`src/rtl/assert_macros.svh`:
```
// ----------------------------------------------------------------------------
// Assertion macros
// Clocked on clk_i and disabled while rst_ni is low.
// ----------------------------------------------------------------------------
`ifndef ASSERT_MACROS_SVH
`define ASSERT_MACROS_SVH

`ifndef ASSERT_OFF
`define LFPD_ASSERT(lbl, prop) \
  lbl: assert property (@(posedge clk_i) disable iff (!rst_ni) prop) \
    else $error("lfpd: property violated");
`define LFPD_NEVER(lbl, cond) \
  lbl: assert property (@(posedge clk_i) disable iff (!rst_ni) !(cond)) \
    else $error("lfpd: forbidden condition seen");
`else
`define LFPD_ASSERT(lbl, prop)
`define LFPD_NEVER(lbl, cond)
`endif

`endif

```
`src/rtl/lfpd_pkg.sv`:
```
// ----------------------------------------------------------------------------
// lfpd_pkg
// Types, constants and weight tables of the line follower PD step.
// ----------------------------------------------------------------------------
package lfpd_pkg;

  localparam int NumSensors  = 5;
  localparam int SampleBits  = 10;
  localparam int ThreshBits  = 10;
  localparam int CmpBits     = (SampleBits > ThreshBits) ? SampleBits : ThreshBits;
  localparam int GainBits    = 8;
  localparam int ErrBits     = 5;
  localparam int DerivBits   = ErrBits + 1;
  localparam int AluBits     = 16;
  localparam int DutyBits    = 8;
  localparam int DriveLimit  = 255;
  localparam int LostError   = 15;
  localparam int LostSplit   = 5;
  localparam int CfgIdxBits  = 2;
  localparam int CfgDataBits = 10;
  localparam int SensIdxBits = $clog2(NumSensors);
  localparam int CntBits     = $clog2(NumSensors + 1);
  localparam int MaxSteps0   = (GainBits > NumSensors) ? GainBits : NumSensors;
  localparam int MaxSteps    = (MaxSteps0 > ErrBits) ? MaxSteps0 : ErrBits;
  localparam int ItBits      = $clog2(MaxSteps);

  localparam logic [ThreshBits-1:0] ThresholdRst = ThreshBits'(250);
  localparam logic [GainBits-1:0]   KpRst        = GainBits'(20);
  localparam logic [GainBits-1:0]   KdRst        = GainBits'(20);
  localparam logic [GainBits-1:0]   BaseSpeedRst = GainBits'(200);

  typedef logic signed [AluBits-1:0] word_t;
  typedef logic signed [ErrBits-1:0] err_t;

  typedef enum logic [CfgIdxBits-1:0] {
    CfgThreshold = 2'd0,
    CfgKp        = 2'd1,
    CfgKd        = 2'd2,
    CfgBaseSpeed = 2'd3
  } cfg_idx_e;

  typedef enum logic [1:0] {
    OvsNone  = 2'd0,
    OvsLeft  = 2'd1,
    OvsRight = 2'd2
  } ovs_e;

  typedef enum logic [3:0] {
    StIdle,
    StScan,
    StAbs,
    StDiv,
    StSign,
    StLost,
    StDeriv,
    StMulP,
    StMulD,
    StLeft,
    StRight,
    StDone
  } state_e;

  typedef struct packed {
    logic [ThreshBits-1:0] threshold;
    logic [GainBits-1:0]   kp;
    logic [GainBits-1:0]   kd;
    logic [GainBits-1:0]   base_speed;
  } cfg_t;

  typedef struct packed {
    word_t a;
    word_t b;
    logic  sub;
  } alu_op_t;

  // Sensor weight, left to right; damped set applies while overshooting.
  function automatic err_t weight(input logic damped, input logic [SensIdxBits-1:0] idx);
    err_t w;
    w = '0;
    case (idx)
      3'd0:    w = damped ? err_t'(-3) : err_t'(-15);
      3'd1:    w = damped ? err_t'(-2) : err_t'(-5);
      3'd2:    w = '0;
      3'd3:    w = damped ? err_t'(2)  : err_t'(5);
      3'd4:    w = damped ? err_t'(3)  : err_t'(15);
      default: w = '0;
    endcase
    return w;
  endfunction

endpackage

```
`src/rtl/lfpd_in_if.sv`:
```
// ----------------------------------------------------------------------------
// lfpd_in_if
// Sample channel: five reflectance samples per transfer.
// ----------------------------------------------------------------------------
interface lfpd_in_if import lfpd_pkg::*; ();
  logic                  valid;
  logic                  ready;
  logic [SampleBits-1:0] sample_left;
  logic [SampleBits-1:0] sample_mid_left;
  logic [SampleBits-1:0] sample_mid;
  logic [SampleBits-1:0] sample_mid_right;
  logic [SampleBits-1:0] sample_right;

  modport source (
    output valid, sample_left, sample_mid_left, sample_mid, sample_mid_right, sample_right,
    input  ready
  );

  modport sink (
    input  valid, sample_left, sample_mid_left, sample_mid, sample_mid_right, sample_right,
    output ready
  );
endinterface

```
`src/rtl/lfpd_out_if.sv`:
```
// ----------------------------------------------------------------------------
// lfpd_out_if
// Result channel: motor commands, line error and overshoot flag.
// ----------------------------------------------------------------------------
interface lfpd_out_if import lfpd_pkg::*; ();
  logic                valid;
  logic                ready;
  logic [DutyBits-1:0] left_duty;
  logic                left_reverse;
  logic [DutyBits-1:0] right_duty;
  logic                right_reverse;
  logic signed [ErrBits-1:0] line_error;
  logic [1:0]          overshoot_flag;

  modport source (
    output valid, left_duty, left_reverse, right_duty, right_reverse, line_error,
           overshoot_flag,
    input  ready
  );

  modport sink (
    input  valid, left_duty, left_reverse, right_duty, right_reverse, line_error,
           overshoot_flag,
    output ready
  );
endinterface

```
`src/rtl/lfpd_alu.sv`:
```
// ----------------------------------------------------------------------------
// lfpd_alu
// Shared adder/subtractor used by every arithmetic step of the sequencer.
// ----------------------------------------------------------------------------
module lfpd_alu import lfpd_pkg::*; (
  input  alu_op_t op_i,
  output word_t   y_o
);

  assign y_o = op_i.sub ? (op_i.a - op_i.b) : (op_i.a + op_i.b);

endmodule

```
`src/rtl/lfpd_core.sv`:
```
// ----------------------------------------------------------------------------
// lfpd_core
// Sequencer and datapath: weight scan, restoring divide, shift-add PD products
// and motor commands, all through one adder, then saturation of the commands.
// ----------------------------------------------------------------------------
module lfpd_core import lfpd_pkg::*; (
  input  logic              clk_i,
  input  logic              rst_ni,
  input  cfg_t              cfg_i,
  lfpd_in_if.sink           item_i,
  lfpd_out_if.source        result_o
);

  state_e state_q, state_d;

  logic [SampleBits-1:0] samp_q [NumSensors];
  word_t                 acc_q, lcmd_q;
  logic [ItBits-1:0]     it_q;
  logic [CntBits-1:0]    cnt_q, cnt_nx;
  logic [CntBits-1:0]    rem_q;
  logic [ErrBits-1:0]    quo_q;
  logic                  neg_q;
  err_t                  err_q, prev_q, last_q;
  logic signed [DerivBits-1:0] deriv_q;
  ovs_e                  ovs_q;

  logic                  out_valid_q;
  logic [DutyBits-1:0]   l_duty_q, r_duty_q;
  logic                  l_rev_q, r_rev_q;
  err_t                  o_err_q;
  ovs_e                  o_ovs_q;

  alu_op_t               alu_op;
  word_t                 alu_y;
  logic                  active;
  logic                  accept, load;
  logic                  it_last_scan, it_last_div, it_last_mul;
  logic [SensIdxBits-1:0] sens_idx;
  err_t                  w;
  logic [DutyBits:0]     l_sat, r_sat;

  function automatic logic [DutyBits:0] sat_drive(input word_t v);
    word_t c;
    word_t m;
    if (v > word_t'(DriveLimit)) begin
      c = word_t'(DriveLimit);
    end else if (v < word_t'(-DriveLimit)) begin
      c = word_t'(-DriveLimit);
    end else begin
      c = v;
    end
    m = c[AluBits-1] ? -c : c;
    return {c[AluBits-1], m[DutyBits-1:0]};
  endfunction

  lfpd_alu u_alu (
    .op_i (alu_op),
    .y_o  (alu_y)
  );

  assign sens_idx     = it_q[SensIdxBits-1:0];
  assign w            = weight(ovs_q != OvsNone, sens_idx);
  assign active       = CmpBits'(samp_q[sens_idx]) < CmpBits'(cfg_i.threshold);
  assign cnt_nx       = cnt_q + CntBits'(active);
  assign it_last_scan = it_q == ItBits'(NumSensors - 1);
  assign it_last_div  = it_q == ItBits'(ErrBits - 1);
  assign it_last_mul  = it_q == ItBits'(GainBits - 1);
  assign accept       = item_i.valid && item_i.ready;
  assign load         = (state_q == StDone) && (!out_valid_q || result_o.ready);

  // next state
  always_comb begin
    state_d = state_q;
    case (state_q)
      StIdle:  if (item_i.valid) state_d = StScan;
      StScan:  if (it_last_scan) state_d = (cnt_nx == '0) ? StLost : StAbs;
      StAbs:   state_d = StDiv;
      StDiv:   if (it_last_div) state_d = StSign;
      StSign:  state_d = StDeriv;
      StLost:  state_d = StDeriv;
      StDeriv: state_d = StMulP;
      StMulP:  if (it_last_mul) state_d = StMulD;
      StMulD:  if (it_last_mul) state_d = StLeft;
      StLeft:  state_d = StRight;
      StRight: state_d = StDone;
      StDone:  if (load) state_d = StIdle;
      default: state_d = StIdle;
    endcase
  end

  // adder operands
  always_comb begin
    alu_op.a   = acc_q;
    alu_op.b   = '0;
    alu_op.sub = 1'b0;
    case (state_q)
      StScan: begin
        alu_op.b = active ? {{(AluBits-ErrBits){w[ErrBits-1]}}, w} : '0;
      end
      StAbs: begin
        alu_op.a   = '0;
        alu_op.b   = acc_q;
        alu_op.sub = 1'b1;
      end
      StDiv: begin
        alu_op.a   = {{(AluBits-CntBits-1){1'b0}}, rem_q, quo_q[ErrBits-1]};
        alu_op.b   = {{(AluBits-CntBits){1'b0}}, cnt_q};
        alu_op.sub = 1'b1;
      end
      StSign: begin
        alu_op.a   = '0;
        alu_op.b   = {{(AluBits-ErrBits){1'b0}}, quo_q};
        alu_op.sub = neg_q;
      end
      StDeriv: begin
        alu_op.a   = {{(AluBits-ErrBits){err_q[ErrBits-1]}}, err_q};
        alu_op.b   = {{(AluBits-ErrBits){prev_q[ErrBits-1]}}, prev_q};
        alu_op.sub = 1'b1;
      end
      StMulP: begin
        alu_op.b = cfg_i.kp[it_q] ?
                   ({{(AluBits-ErrBits){err_q[ErrBits-1]}}, err_q} <<< it_q) : '0;
      end
      StMulD: begin
        alu_op.b = cfg_i.kd[it_q] ?
                   ({{(AluBits-DerivBits){deriv_q[DerivBits-1]}}, deriv_q} <<< it_q) : '0;
      end
      StLeft: begin
        alu_op.a = {{(AluBits-GainBits){1'b0}}, cfg_i.base_speed};
        alu_op.b = acc_q;
      end
      StRight: begin
        alu_op.a   = {{(AluBits-GainBits){1'b0}}, cfg_i.base_speed};
        alu_op.b   = acc_q;
        alu_op.sub = 1'b1;
      end
      default: begin
        alu_op.a = acc_q;
      end
    endcase
  end

  // control and step state
  always_ff @(posedge clk_i or negedge rst_ni) begin
    if (!rst_ni) begin
      state_q <= StIdle;
      it_q    <= '0;
      cnt_q   <= '0;
      err_q   <= '0;
      prev_q  <= '0;
      last_q  <= '0;
      ovs_q   <= OvsNone;
    end else begin
      state_q <= state_d;
      case (state_q)
        StIdle: begin
          it_q  <= '0;
          cnt_q <= '0;
        end
        StScan: begin
          cnt_q <= cnt_nx;
          it_q  <= it_last_scan ? '0 : it_q + 1'b1;
        end
        StDiv: begin
          it_q <= it_last_div ? '0 : it_q + 1'b1;
        end
        StSign: begin
          err_q  <= alu_y[ErrBits-1:0];
          last_q <= alu_y[ErrBits-1:0];
        end
        StLost: begin
          if (last_q < err_t'(LostSplit)) begin
            err_q <= err_t'(-LostError);
            ovs_q <= OvsLeft;
          end else if (last_q > err_t'(LostSplit)) begin
            err_q <= err_t'(LostError);
            ovs_q <= OvsRight;
          end else begin
            err_q <= '0;
          end
        end
        StDeriv: begin
          prev_q <= err_q;
          it_q   <= '0;
          if ((ovs_q == OvsLeft && !err_q[ErrBits-1]) ||
              (ovs_q == OvsRight && (err_q[ErrBits-1] || err_q == '0))) begin
            ovs_q <= OvsNone;
          end
        end
        StMulP, StMulD: begin
          it_q <= it_last_mul ? '0 : it_q + 1'b1;
        end
        default: begin
          it_q <= it_q;
        end
      endcase
    end
  end

  // datapath
  always_ff @(posedge clk_i) begin
    case (state_q)
      StIdle: begin
        if (accept) begin
          samp_q[0] <= item_i.sample_left;
          samp_q[1] <= item_i.sample_mid_left;
          samp_q[2] <= item_i.sample_mid;
          samp_q[3] <= item_i.sample_mid_right;
          samp_q[4] <= item_i.sample_right;
        end
        acc_q <= '0;
      end
      StScan: acc_q <= alu_y;
      StAbs: begin
        neg_q <= acc_q[AluBits-1];
        quo_q <= acc_q[AluBits-1] ? alu_y[ErrBits-1:0] : acc_q[ErrBits-1:0];
        rem_q <= '0;
      end
      StDiv: begin
        if (!alu_y[AluBits-1]) begin
          rem_q <= alu_y[CntBits-1:0];
        end else begin
          rem_q <= {rem_q[CntBits-2:0], quo_q[ErrBits-1]};
        end
        quo_q <= {quo_q[ErrBits-2:0], ~alu_y[AluBits-1]};
      end
      StDeriv: begin
        deriv_q <= alu_y[DerivBits-1:0];
        acc_q   <= '0;
      end
      StMulP, StMulD: acc_q <= alu_y;
      StLeft:  lcmd_q <= alu_y;
      StRight: acc_q  <= alu_y;
      default: acc_q  <= acc_q;
    endcase
  end

  assign l_sat = sat_drive(lcmd_q);
  assign r_sat = sat_drive(acc_q);

  always_ff @(posedge clk_i or negedge rst_ni) begin
    if (!rst_ni) begin
      out_valid_q <= 1'b0;
    end else if (load) begin
      out_valid_q <= 1'b1;
    end else if (result_o.ready) begin
      out_valid_q <= 1'b0;
    end
  end

  always_ff @(posedge clk_i) begin
    if (load) begin
      l_rev_q  <= l_sat[DutyBits];
      l_duty_q <= l_sat[DutyBits-1:0];
      r_rev_q  <= r_sat[DutyBits];
      r_duty_q <= r_sat[DutyBits-1:0];
      o_err_q  <= err_q;
      o_ovs_q  <= ovs_q;
    end
  end

  assign item_i.ready            = state_q == StIdle;
  assign result_o.valid          = out_valid_q;
  assign result_o.left_duty      = l_duty_q;
  assign result_o.left_reverse   = l_rev_q;
  assign result_o.right_duty     = r_duty_q;
  assign result_o.right_reverse  = r_rev_q;
  assign result_o.line_error     = o_err_q;
  assign result_o.overshoot_flag = o_ovs_q;

endmodule

```
`src/rtl/line_follower_pd_step.sv`:
```
// A new sample set is accepted only while idle, after the previous result is loaded.
// With the line lost, the abs, divide and sign steps are replaced by the lost step.
// Steps run on the single shared adder: one add per cycle for the weight
// scan (5), divide (5), kp and kd shift-add products (8 each) and the commands.
// Reset: asynchronous, active low; config registers return to defaults, state clears.
// ----------------------------------------------------------------------------
// line_follower_pd_step
// Line follower PD controller step: configuration registers and core.
// ----------------------------------------------------------------------------
`include "assert_macros.svh"

module line_follower_pd_step import lfpd_pkg::*; (
  input  logic                   clk_i,
  input  logic                   rst_ni,
  lfpd_in_if.sink                item_i,
  lfpd_out_if.source             result_o,
  input  logic                   cfg_we_i,
  input  logic [CfgIdxBits-1:0]  cfg_idx_i,
  input  logic [CfgDataBits-1:0] cfg_wdata_i
);

  cfg_t cfg_q;

  always_ff @(posedge clk_i or negedge rst_ni) begin
    if (!rst_ni) begin
      cfg_q.threshold  <= ThresholdRst;
      cfg_q.kp         <= KpRst;
      cfg_q.kd         <= KdRst;
      cfg_q.base_speed <= BaseSpeedRst;
    end else if (cfg_we_i) begin
      case (cfg_idx_i)
        CfgThreshold: cfg_q.threshold  <= cfg_wdata_i[ThreshBits-1:0];
        CfgKp:        cfg_q.kp         <= cfg_wdata_i[GainBits-1:0];
        CfgKd:        cfg_q.kd         <= cfg_wdata_i[GainBits-1:0];
        CfgBaseSpeed: cfg_q.base_speed <= cfg_wdata_i[GainBits-1:0];
        default:      cfg_q            <= cfg_q;
      endcase
    end
  end

  lfpd_core u_core (
    .clk_i    (clk_i),
    .rst_ni   (rst_ni),
    .cfg_i    (cfg_q),
    .item_i   (item_i),
    .result_o (result_o)
  );

  `LFPD_ASSERT(a_busy_after_accept, item_i.valid && item_i.ready |=> !item_i.ready)
  `LFPD_ASSERT(a_flag_code, result_o.valid |-> (result_o.overshoot_flag == OvsNone || result_o.overshoot_flag == OvsLeft || result_o.overshoot_flag == OvsRight))
  `LFPD_ASSERT(a_left_lost_sign, result_o.valid && result_o.overshoot_flag == OvsLeft |-> result_o.line_error < 0)
  `LFPD_ASSERT(a_right_lost_sign, result_o.valid && result_o.overshoot_flag == OvsRight |-> result_o.line_error > 0)
  `LFPD_NEVER(a_reverse_nonzero, result_o.valid && result_o.left_reverse && result_o.left_duty == '0)

endmodule
```
`src/flat_wrapper.sv`:
```
// flat-port wrapper written by rule: the top's interface ports become plain ports
module line_follower_pd_step_flat import lfpd_pkg::*;
  (clk_i, rst_ni, cfg_we_i, cfg_idx_i, cfg_wdata_i, item_i_valid, item_i_sample_left, item_i_sample_mid_left, item_i_sample_mid, item_i_sample_mid_right, item_i_sample_right, item_i_ready, result_o_valid, result_o_left_duty, result_o_left_reverse, result_o_right_duty, result_o_right_reverse, result_o_line_error, result_o_overshoot_flag, result_o_ready);
  lfpd_in_if item_i_i ();
  lfpd_out_if result_o_i ();
  input  logic clk_i;
  input  logic rst_ni;
  input  logic cfg_we_i;
  input  logic [CfgIdxBits-1:0] cfg_idx_i;
  input  logic [CfgDataBits-1:0] cfg_wdata_i;
  input wire logic [$bits(item_i_i.valid)-1:0] item_i_valid;
  input wire logic [$bits(item_i_i.sample_left)-1:0] item_i_sample_left;
  input wire logic [$bits(item_i_i.sample_mid_left)-1:0] item_i_sample_mid_left;
  input wire logic [$bits(item_i_i.sample_mid)-1:0] item_i_sample_mid;
  input wire logic [$bits(item_i_i.sample_mid_right)-1:0] item_i_sample_mid_right;
  input wire logic [$bits(item_i_i.sample_right)-1:0] item_i_sample_right;
  output wire logic [$bits(item_i_i.ready)-1:0] item_i_ready;
  output wire logic [$bits(result_o_i.valid)-1:0] result_o_valid;
  output wire logic [$bits(result_o_i.left_duty)-1:0] result_o_left_duty;
  output wire logic [$bits(result_o_i.left_reverse)-1:0] result_o_left_reverse;
  output wire logic [$bits(result_o_i.right_duty)-1:0] result_o_right_duty;
  output wire logic [$bits(result_o_i.right_reverse)-1:0] result_o_right_reverse;
  output wire logic [$bits(result_o_i.line_error)-1:0] result_o_line_error;
  output wire logic [$bits(result_o_i.overshoot_flag)-1:0] result_o_overshoot_flag;
  input wire logic [$bits(result_o_i.ready)-1:0] result_o_ready;
  assign item_i_i.valid = item_i_valid;
  assign item_i_i.sample_left = item_i_sample_left;
  assign item_i_i.sample_mid_left = item_i_sample_mid_left;
  assign item_i_i.sample_mid = item_i_sample_mid;
  assign item_i_i.sample_mid_right = item_i_sample_mid_right;
  assign item_i_i.sample_right = item_i_sample_right;
  assign item_i_ready = item_i_i.ready;
  assign result_o_valid = result_o_i.valid;
  assign result_o_left_duty = result_o_i.left_duty;
  assign result_o_left_reverse = result_o_i.left_reverse;
  assign result_o_right_duty = result_o_i.right_duty;
  assign result_o_right_reverse = result_o_i.right_reverse;
  assign result_o_line_error = result_o_i.line_error;
  assign result_o_overshoot_flag = result_o_i.overshoot_flag;
  assign result_o_i.ready = result_o_ready;
  line_follower_pd_step u_core (.clk_i(clk_i), .rst_ni(rst_ni), .item_i(item_i_i), .result_o(result_o_i), .cfg_we_i(cfg_we_i), .cfg_idx_i(cfg_idx_i), .cfg_wdata_i(cfg_wdata_i));
endmodule
```
`config.mk`:
```
export PLATFORM = sky130hd
export DESIGN_NAME = line_follower_pd_step_flat
export DESIGN_NICKNAME = d
export VERILOG_FILES = /design/src/rtl/lfpd_pkg.sv /design/src/rtl/lfpd_in_if.sv /design/src/rtl/lfpd_out_if.sv /design/src/rtl/lfpd_alu.sv /design/src/rtl/lfpd_core.sv /design/src/rtl/line_follower_pd_step.sv /design/src/flat_wrapper.sv
export VERILOG_INCLUDE_DIRS = /design/src /design/src/rtl
export SDC_FILE = /design/constraint.sdc
export NUM_CORES = 1
export LEC_CHECK = 0
export BUFFER_PORTS_ARGS = -buffer_cell sky130_fd_sc_hd__buf_2
export CORE_AREA = 2 2 141 143
export DETAILED_ROUTE_END_ITERATION = 6
export DIE_AREA = 0 0 143 145
export GPL_ROUTABILITY_DRIVEN = 1
export HOLD_SLACK_MARGIN = 0.03
export PLACE_DENSITY = 0.77
export SYNTH_ARGS = -nofsm -noshare
export SYNTH_HDL_FRONTEND = slang
export SYNTH_HIERARCHICAL = 1
export SYNTH_SLANG_ARGS = --single-unit
```
`constraint.sdc`:
```
create_clock -name clk_i -period 6.5 [get_ports clk_i]
set_input_delay 1.625 -clock clk_i [delete_from_list [all_inputs] [get_ports clk_i]]
set_output_delay 1.625 -clock clk_i [all_outputs]
set_load 0.02 [all_outputs]
```
==> impl_metrics.env, run 1 <==
export IMPL_dp_cells=1277
export IMPL_clock_latency_ns=0.44
export IMPL_cp_max_fo=12
export IMPL_initial_core_util=0.545
export IMPL_ys_seq_area_frac=0.500
export IMPL_whs_ns=0.492
export IMPL_drt_iter0_markers=816
export IMPL_fin_tns_setup_ns=0
export IMPL_routabilityCongestion=0.925
export IMPL_finalHoldViolations=0
export IMPL_portBuffers=93
export IMPL_drc=0
export IMPL_dpl_hpwl_um=17200
export IMPL_numCtsBuffers=17
export IMPL_cap_violations=0
export IMPL_synth_seq_cells=184
export IMPL_die_h_um=145
export IMPL_dr_total_vias=7949
export IMPL_ant_nets=0
export IMPL_diodes=0
export IMPL_cts_resized=0
export IMPL_synth_cell_types=87
export IMPL_path_class="reg -> reg"
export IMPL_coreArea_um2=19200
export IMPL_tritoncts="built"
export IMPL_die_x_um=143
export IMPL_worst_slew_margin_rel=0.168
export IMPL_final_util=0.613
export IMPL_layout_drive_gt1_share=0.228
export IMPL_fillCellCount=1510
export IMPL_clockBufferDepth=2
export IMPL_ys_warnings_count=6
export IMPL_die_area_um2=20700
export IMPL_grt_pass1_vias=7749
export IMPL_areaGrowthSynthToFinish_pct=12.5
export IMPL_rows=51
export IMPL_stdcell_count=1309
export IMPL_avgSynthCellArea_um2=11.0
export IMPL_min_path_type="reg -> reg"
export IMPL_worstPathArrival_ns=6.16
export IMPL_cts_setup_buffers=0
export IMPL_grt_usage=0.245
export IMPL_finalNetCount=1135
export IMPL_grt_antenna_before_repair=0
export IMPL_synth_area_um2=10500
export IMPL_grt_setup_unrepaired="false"
export IMPL_drv_slew=0
export IMPL_io_pins=94
export IMPL_syn_num_nets=1057
export IMPL_firstDrtPassIters=6
export IMPL_fmax_mhz=167
export IMPL_synth_ff_type="edfxtp_1"
export IMPL_synth_edf_count=122
export IMPL_path_clk_slew_ns=0.07
export IMPL_final_seq_area_um2=5230
export IMPL_hold_buffers=0
export IMPL_cp_required_ns=6.69
export IMPL_fin_skew_ns=0.00850
export IMPL_htree_levels=4
export IMPL_multi_input_area_um2=4870
export IMPL_async_flop_share=0.337
export IMPL_finalSetupViolCount=0
export IMPL_clock_sinks=184
export IMPL_fin_crit_sh=0.919
export IMPL_grt_pass1_wl_um=39900
export IMPL_cts_root_buffer="clkbuf_16"
export IMPL_overflow=0
export IMPL_synthCells=953
export IMPL_status="completed"
export IMPL_wl_per_cell_um=18.7
export IMPL_wl_um=24500
export IMPL_tightest_slew_ns=1.24
export IMPL_startpoint_type="flip-flop"
export IMPL_viasPerCell=6.07
export IMPL_end_kind="flip-flop"
export IMPL_grt_max_degree=63
export IMPL_fin_crit_ns=5.97
state kept, by name (all words and copies together), names as in the netlist, 2 cells and up:
| signal | count |
|---|---|
| u_core/u_core/acc_q | 16 |
| u_core/u_core/rem_q | 3 |
| u_core/u_core/result_o.left_duty | 8 |
| u_core/u_core/err_q | 5 |
| u_core/u_core/result_o.line_error | 5 |
| u_core/cfg_q | 34 |
| u_core/u_core/prev_q | 5 |
| u_core/u_core/ovs_q | 2 |
| u_core/u_core/quo_q | 5 |
| u_core/u_core/result_o.right_duty | 8 |
| u_core/u_core/state_q | 4 |
| u_core/u_core/last_q | 5 |
| u_core/u_core/lcmd_q | 16 |
| u_core/u_core/deriv_q | 6 |
| u_core/u_core/samp_q | 50 |
| u_core/u_core/cnt_q | 3 |
| u_core/u_core/result_o.overshoot_flag | 2 |
| u_core/u_core/it_q | 3 |
cell usage after synthesis, types with 6 or more instances:
master / instances / area (µm²)
edfxtp_1: 122 / 3660
nand2_1: 103 / 387
nor2_1: 71 / 267
a21oi_1: 55 / 275
dfrtp_1: 49 / 1230
mux2_2: 47 / 529
o21ai_0: 42 / 210
ha_1: 36 / 450
inv_1: 32 / 120
nor2b_1: 26 / 163
mux2i_1: 25 / 250
xnor2_1: 25 / 219
nor3_1: 23 / 115
clkbuf_1: 21 / 78.8
a21o_1: 16 / 120
buf_2: 16 / 80.1
nand4_1: 15 / 93.8
nand3_1: 14 / 70.1
dfstp_2: 13 / 342
mux4_2: 12 / 270
nand2b_1: 12 / 75.1
a222oi_1: 10 / 100
o21ai_1: 9 / 45.0
a221o_1: 8 / 80.1
o22ai_1: 8 / 50.1
xor2_1: 8 / 70.1
a211oi_1: 7 / 52.6
a31oi_1: 7 / 43.8
nor4_1: 7 / 43.8
o211ai_1: 7 / 52.6
or3_1: 7 / 43.8
and2_1: 6 / 37.5
o2111ai_1: 6 / 52.6
final cells by class:
| type | instances | share of cell area |
|---|---|---|
| clock inverter | 15 | 0.0173 |
| multi-input combinational | 684 | 0.414 |
| inverter | 36 | 0.0115 |
| clock buffer | 17 | 0.0361 |
| timing repair buffer | 108 | 0.0491 |
| sequential | 184 | 0.444 |
| tap | 265 | 0.0282 |
through the flow:
stage | area (µm²) | setup slack [ns]
floorplan | 10500 | 0.904
global placement | 11100 | 0.709
detailed placement | 11100 | 0.516
CTS | 11800 | 0.459
global route | 11800 | 0.174
finish | 11800 | 0.525
worst max-delay path, stage by stage, from the launching register on:
cell,delay (ns)
dfrtp_2,0.59
mux4_2,0.54
nand2_1,0.08
nand2_1,0.09
ha_1,0.31
nand4_1,0.17
nor3_1,0.26
o21ai_1,0.14
nand3b_1,0.22
o2111ai_1,0.23
inv_1,0.11
ha_1,0.17
nand2b_1,0.08
or4_1,0.48
nor3_1,0.27
a21oi_1,0.13
xnor2_1,0.16
ha_1,0.39
nand2_1,0.11
o31ai_2,0.32
o22ai_1,0.19
xnor2_2,0.38
mux2i_1,0.23
nor2_1,0.06
layer usage:
layer	vias up	share of wire	GRT usage
met3	39	0.079	0.0465
met4	0	0.018	0.0847
met5	-	0	0
met1	3818	0.42	0.342
met2	384	0.48	0.386
li1	3708	-	-
final timing paths:
path                                          from                       to  cells past startpoint  slack, ns
setup / recovery             u_core/u_core/it_q[0]   u_core/u_core/rem_q[2]                     23       0.53
hold / removal             u_core/u_core/prev_q[2]  u_core/u_core/prev_q[2]                      2       0.49
setup reg to reg             u_core/u_core/it_q[0]   u_core/u_core/rem_q[2]                     23       0.53
hold reg to reg            u_core/u_core/prev_q[2]  u_core/u_core/prev_q[2]                      2       0.49
max in group asynchronous                   rst_ni    u_core/u_core/it_q[0]                      2       4.57
min in group asynchronous                   rst_ni         u_core/cfg_q[14]                      2       1.34
logic make-up after synthesis:
family | after synthesis | synth area share
AO/OA/AOI/OAI | 217 | 0.141
XOR/XNOR | 33 | 0.0276
flip-flops | 184 | 0.500
AND/OR/NAND/NOR | 313 | 0.150
adder cells (fa/ha/maj) | 37 | 0.0449
buffers and inverters | 85 | 0.0367
multiplexers | 84 | 0.100
layout by cell type, fill, tap and decap left out, types with 25 or more instances in the layout:
master    Yosys  routed
nor2b_1      26      25
mux2_2       47      47
nor2_1       71      71
dfrtp_1      49      48
buf_2        16      93
o21ai_0      42      42
nand2_1     103     103
a21oi_1      55      55
ha_1         36      36
inv_1        32      32
edfxtp_1    122     122
mux2i_1      25      25
Power of run 1 is left out: the tool's default activity adds up to more than one toggle a clock period on the data nets, which glitch-free logic cannot reach.
==> inputs of run 2 (changes only) <==
==> constraint.sdc (replaced) <==
create_clock -name clk_i -period 7.55 [get_ports clk_i]
set_input_delay 1.8875 -clock clk_i [delete_from_list [all_inputs] [get_ports clk_i]]
set_output_delay 1.8875 -clock clk_i [all_outputs]
set_load 0.02 [all_outputs]
==> run 2 against run 1 <==
Effect of this change:
- count of clock-buffer cells in the layout unchanged
- register-to-register slack gained 0.72 ns
- via count decreased by 0.26%
- setup slack gained 0.72 ns
- global-route usage decreased by 0.25 points
- wire length increased by 0.13%
- critical endpoint is now u_core/u_core/rem_q[1]
==> impl_metrics.env, run 2 (synthesis gave the netlist of run 1 again) <==
export IMPL_status="completed"
export IMPL_worst_slew_margin_rel=0.169
export IMPL_drc=0
export IMPL_top_register="u_core/u_core/samp_q"
export IMPL_diodes=0
export IMPL_grt_usage=0.243
export IMPL_die_x_um=143
export IMPL_final_cell_mix="122 x edfxtp_1, 103 x nand2_1, 93 x buf_2"
export IMPL_largest_registers="u_core/u_core/samp_q: 50 flops, u_core/cfg_q: 34 flops"
export IMPL_portBuffers=93
export IMPL_hold_buffers=0
export IMPL_path_class="reg -> reg"
export IMPL_grt_max_degree=63
export IMPL_finalWorstSetupSlack_ns=1.24
export IMPL_die_area_um2=20700
export IMPL_cts_root_buffer="clkbuf_16"
export IMPL_fillCellCount=1522
export IMPL_dr_total_vias=7928
export IMPL_grt_pass1_vias=7836
export IMPL_hp_start="u_core/u_core/prev_q[4]"
export IMPL_clockBufferDepth=2
export IMPL_clock_latency_ns=0.44
export IMPL_cts_resized=0
export IMPL_drv_slew=0
export IMPL_end_kind="flip-flop"
export IMPL_layout_commonest_cell="edfxtp_1"
export IMPL_routabilityCongestion=0.932
export IMPL_r2r_end="u_core/u_core/rem_q[1]"
export IMPL_startpoint_type="flip-flop"
export IMPL_layout_drive_gt1_share=0.224
export IMPL_tritoncts="built"
export IMPL_rows=51
export IMPL_finalNetCount=1131
export IMPL_cap_violations=0
export IMPL_worstReg2RegStart="u_core/u_core/it_q[0]"
export IMPL_grt_pass1_wl_um=39500
export IMPL_whs_ns=0.491
export IMPL_final_seq_area_um2=5230
export IMPL_hold_path_depth=1
export IMPL_drt_iter0_markers=668
export IMPL_wl_per_cell_um=18.8
export IMPL_finalHoldViolations=0
export IMPL_finalSetupViolCount=0
export IMPL_grt_setup_unrepaired="false"
export IMPL_numCtsBuffers=17
export IMPL_initial_core_util=0.545
export IMPL_largest_reg_flops=50
export IMPL_ant_nets=0
export IMPL_wl_um=24600
export IMPL_cp_max_fo=12
export IMPL_min_path_type="reg -> reg"
export IMPL_cts_setup_buffers=0
export IMPL_holdPathEnd="u_core/u_core/prev_q[4]"
export IMPL_clock_sinks=184
export IMPL_die_h_um=145
export IMPL_fin_crit_ns=6.31
export IMPL_cp_required_ns=7.73
export IMPL_htree_levels=4
export IMPL_reg2reg_depth=24
export IMPL_areaGrowthSynthToFinish_pct=12.3
export IMPL_worstPathArrival_ns=6.49
export IMPL_io_pins=94
export IMPL_firstDrtPassIters=6
export IMPL_fmax_mhz=159
export IMPL_tightest_slew_ns=1.24
export IMPL_viasPerCell=6.08
export IMPL_dp_slack_ns=1.42
export IMPL_coreArea_um2=19200
export IMPL_overflow=0
export IMPL_fin_crit_sh=0.835
export IMPL_dpl_hpwl_um=17200
export IMPL_fin_tns_setup_ns=0
export IMPL_path_clk_slew_ns=0.07
export IMPL_multi_input_area_um2=4860
export IMPL_fin_skew_ns=0.00880
export IMPL_grt_antenna_before_repair=0
export IMPL_reg2reg_slack_ns=1.24
## run 2: cell types whose count changed in the layout (fill, tap and decap cells not counted)
| cell | before | now |
|---|---|---|
| clkinv_8 | 6 | 3 |
| xnor2_2 | 1 | 0 |
| inv_6 | 3 | 1 |
| buf_4 | 15 | 11 |
| inv_8 | 3 | 8 |
| bufinv_16 | 1 | 2 |
| xnor2_1 | 24 | 25 |
| clkinvlp_4 | 1 | 0 |
## run 2: metal layers
metal  vias to the layer above  part of all wire  track usage
li1                       3711                 -            -
met1                      3808              0.42        0.326
met2                       358              0.48        0.386
met3                        51             0.078       0.0571
met4                         0             0.024       0.0871
met5                         -                 0            0
## run 2: cell type report
cell class | count | share of cell area
Sequential cell | 184 | 0.445
Multi-Input combinational cell | 684 | 0.414
Timing Repair Buffer | 104 | 0.0466
Clock buffer | 17 | 0.0362
Tap cell | 265 | 0.0282
Clock inverter | 15 | 0.0184
Inverter | 36 | 0.0115
## run 2: per-stage QoR
stage / utilization / instances / instance area [µm²]
2_1_floorplan: - / 953 / 10500
3_3_place_gp: 0.578 / 1273 / 11100
3_5_place_dp: 0.578 / 1273 / 11100
4_1_cts: 0.612 / 1305 / 11800
5_1_grt: 0.612 / 1305 / 11800
6_report: 0.612 / 1305 / 11800
## run 2: worst max-delay path, cell delays in order, from the launching register on
cell	delay (ns)
dfrtp_2	0.61
mux4_2	0.55
nand2_1	0.09
nand2_1	0.07
ha_1	0.31
nand4_1	0.16
nor2_1	0.07
nor4_1	0.51
nand3b_1	0.25
o2111ai_1	0.39
inv_1	0.09
ha_1	0.22
nand2b_1	0.10
nor2_1	0.05
nor2_1	0.13
xnor2_1	0.09
ha_1	0.36
o211ai_1	0.14
a21oi_1	0.31
a2111oi_2	0.11
o31ai_2	0.36
o22ai_1	0.16
xnor2_1	0.59
mux2i_1	0.26
nor2_1	0.07
## run 2: worst max path at each step
stage | from | endpoint | slack (ns)
2_1_floorplan | u_core/u_core/it_q[1] | u_core/u_core/rem_q[0] | 1.95
3_3_place_gp | u_core/u_core/it_q[0] | u_core/u_core/rem_q[1] | 1.73
3_5_place_dp | u_core/u_core/it_q[0] | u_core/u_core/rem_q[1] | 1.42
4_1_cts | u_core/u_core/it_q[0] | u_core/u_core/rem_q[0] | 1.31
5_1_grt | u_core/u_core/it_q[0] | u_core/u_core/rem_q[1] | 0.69
6_report | u_core/u_core/it_q[0] | u_core/u_core/rem_q[1] | 1.24
Power of run 2 is left out for the same reason.
==> inputs of run 3 (changes only) <==
--- a/config.mk
+++ b/config.mk
@@ -6,13 +6,14 @@
 export SDC_FILE = /design/constraint.sdc
 export NUM_CORES = 1
 export LEC_CHECK = 0
+export ABC_AREA = 1
 export BUFFER_PORTS_ARGS = -buffer_cell sky130_fd_sc_hd__buf_2
-export CORE_AREA = 2 2 141 143
+export CORE_AREA = 2 2 145 147
 export DETAILED_ROUTE_END_ITERATION = 6
-export DIE_AREA = 0 0 143 145
+export DIE_AREA = 0 0 147 149
 export GPL_ROUTABILITY_DRIVEN = 1
 export HOLD_SLACK_MARGIN = 0.03
-export PLACE_DENSITY = 0.77
+export PLACE_DENSITY = 0.76
 export SYNTH_ARGS = -nofsm -noshare
 export SYNTH_HDL_FRONTEND = slang
 export SYNTH_HIERARCHICAL = 1
==> constraint.sdc (replaced) <==
create_clock -name clk_i -period 5.9 [get_ports clk_i]
set_input_delay 1.475 -clock clk_i [delete_from_list [all_inputs] [get_ports clk_i]]
set_output_delay 1.475 -clock clk_i [all_outputs]
set_load 0.02 [all_outputs]
==> run 3 against run 2 <==
Effect of this change:
- synthesized area grew 4.9%
- synthesized cell count grew 44%
- hold slack lost 0.025 ns
- critical endpoint is now u_core/u_core/quo_q[0]
- clock skew grew 0.011 ns
- critical path depth grew 5
- wire length grew 15%
- die area grew 5.6%
- global-route usage grew 2.7 points
- final cell count grew 34%
- critical path type unchanged
==> impl_metrics.env, run 3 <==
export IMPL_grt_usage=0.270
export IMPL_layout_drive_gt1_share=0.140
export IMPL_top_register="u_core/u_core/samp_q"
export IMPL_status="completed"
export IMPL_worstReg2RegStart="u_core/u_core/it_q[0]"
export IMPL_fin_tns_setup_ns=0
export IMPL_dpl_hpwl_um=21200
export IMPL_largest_reg_flops=50
export IMPL_whs_ns=0.466
export IMPL_firstDrtPassIters=6
export IMPL_final_seq_area_um2=5230
export IMPL_die_h_um=149
export IMPL_synth_seq_cells=184
export IMPL_synth_top_cells_by_count="433 x nand2_1, 173 x inv_1, 122 x edfxtp_1"
export IMPL_coreArea_um2=20600
export IMPL_cap_violations=0
export IMPL_routabilityCongestion=0.966
export IMPL_areaGrowthSynthToFinish_pct=12.1
export IMPL_crit_buf_inv=6
export IMPL_fin_crit_sh=0.922
export IMPL_min_path_type="reg -> reg"
export IMPL_grt_pass1_vias=9041
export IMPL_drv_slew=0
export IMPL_viasPerCell=5.52
export IMPL_numCtsBuffers=17
export IMPL_grt_setup_unrepaired="false"
export IMPL_layout_commonest_cell="nand2_1"
export IMPL_cp_required_ns=6.09
export IMPL_wl_per_cell_um=16.2
export IMPL_r2r_end="u_core/u_core/quo_q[0]"
export IMPL_initial_core_util=0.534
export IMPL_reg2reg_slack_ns=0.46
export IMPL_finalWorstSetupSlack_ns=0.459
export IMPL_ys_warnings_count=6
export IMPL_fillCellCount=1816
export IMPL_htree_levels=4
export IMPL_dp_slack_ns=0.521
export IMPL_grt_pass1_wl_um=46400
export IMPL_ys_seq_area_frac=0.476
export IMPL_path_class="reg -> reg"
export IMPL_multi_input_area_um2=4800
export IMPL_portBuffers=93
export IMPL_clock_latency_ns=0.45
export IMPL_holdPathEnd="u_core/cfg_q[30]"
export IMPL_cp_top_family="simple AND/OR/NAND/NOR gates"
export IMPL_cp_max_fo=24
export IMPL_ant_nets=0
export IMPL_end_kind="flip-flop"
export IMPL_rows=53
export IMPL_fin_crit_ns=5.44
export IMPL_yosysMostFrequentCell="nand2_1"
export IMPL_synth_area_um2=11000
export IMPL_synth_cell_types=54
export IMPL_cts_root_buffer="clkbuf_16"
export IMPL_clock_sinks=184
export IMPL_grt_max_degree=63
export IMPL_die_area_um2=21900
export IMPL_clockBufferDepth=2
export IMPL_final_cell_mix="433 x nand2_1, 171 x inv_1, 122 x edfxtp_1"
export IMPL_worstPathArrival_ns=5.63
export IMPL_crit_path_frequent_cell="nand2_1"
export IMPL_yosys_top_cells_area="edfxtp_1 33%, nand2_1 15%, dfrtp_1 11%"
export IMPL_path_clk_slew_ns=0.09
export IMPL_dr_total_vias=9634
export IMPL_largest_registers="u_core/u_core/samp_q: 50 flops, u_core/cfg_q: 34 flops"
export IMPL_drt_iter0_markers=947
export IMPL_synthCells=1377
export IMPL_reg2reg_depth=29
export IMPL_startpoint_type="flip-flop"
export IMPL_finalSetupViolCount=0
export IMPL_synth_top_area_frac=0.334
export IMPL_fmax_mhz=184
export IMPL_tritoncts="built"
export IMPL_wl_um=28400
export IMPL_fin_skew_ns=0.0202
export IMPL_diodes=0
export IMPL_max_stage_delay_ns=0.42
export IMPL_avgSynthCellArea_um2=7.98
export IMPL_hold_path_depth=2
export IMPL_tightest_slew_ns=0.896
export IMPL_syn_num_nets=1481
export IMPL_grt_antenna_before_repair=0
export IMPL_overflow=0
export IMPL_finalNetCount=1562
export IMPL_cts_setup_buffers=0
export IMPL_hold_buffers=0
export IMPL_async_flop_share=0.337
export IMPL_drc=0
export IMPL_io_pins=94
export IMPL_synth_ff_type="edfxtp_1"
export IMPL_cp_slowest_cell="dfrtp_1"
export IMPL_finalHoldViolations=0
export IMPL_synth_top_area_cell="edfxtp_1"
export IMPL_worst_slew_margin_rel=0.400
export IMPL_hp_start="u_core/cfg_q[30]"
export IMPL_synth_edf_count=122
export IMPL_die_x_um=147
## run 3: what timing repair did
action,4_1_cts,5_1_grt
endpoints found under the hold margin,0,0
setup endpoints to repair,0,4
gates resized for setup,0,5
## run 3: how the worst max path moves through the flow
stage                                      from  depth (start not counted)                      to
final                     u_core/u_core/it_q[0]                         29  u_core/u_core/quo_q[0]
after global routing      u_core/u_core/it_q[2]                         30  u_core/u_core/quo_q[0]
after CTS                 u_core/u_core/it_q[0]                         30  u_core/u_core/quo_q[0]
after detailed placement  u_core/u_core/it_q[1]                         30  u_core/u_core/quo_q[0]
after global placement    u_core/u_core/it_q[2]                         29  u_core/u_core/quo_q[0]
after floorplan           u_core/u_core/it_q[0]                         30  u_core/u_core/quo_q[0]
## run 3: worst min-delay path, cell delays in order (launching register included)
cell and delay [ns]:
dfstp_2 0.38, nand2_1 0.05, nand2_1 0.04
## run 3: layer usage
layer | up-vias | track usage | part of all wire | routed length (µm)
met5 | - | 0 | 0 | 0
met1 | 4394 | 0.364 | 0.43 | 12200
li1 | 4680 | - | - | -
met4 | 0 | 0.0880 | 0.030 | 840
met3 | 78 | 0.0596 | 0.086 | 2440
met2 | 482 | 0.436 | 0.45 | 12800
## run 3: kinds of logic after synthesis
family | synth area share
AOI/OAI and AO/OA | 0.0907
xor gates and xnor gates | 0.0167
adders and majority gates | 0.0428
buffers and inverters | 0.0882
DFF | 0.476
and+or+nand+nor | 0.285
## run 3: per-stage QoR
stage	instances	utilization	area, µm²
2_1_floorplan	1377	-	11000
3_5_place_dp	1714	0.566	11600
5_1_grt	1746	0.599	12300
3_3_place_gp	1714	0.566	11600
4_1_cts	1746	0.598	12300
6_report	1746	0.599	12300
## run 3: final cells by class
| class | instances | share of cell area |
|---|---|---|
| well taps | 275 | 0.0279 |
| clock inverters | 15 | 0.0190 |
| flip-flops and latches | 184 | 0.425 |
| clock buffers | 17 | 0.0346 |
| inverters | 190 | 0.0599 |
| repair buffers | 102 | 0.0436 |
| multi-input cells | 963 | 0.390 |
Power of run 3 is left out for the same reason.
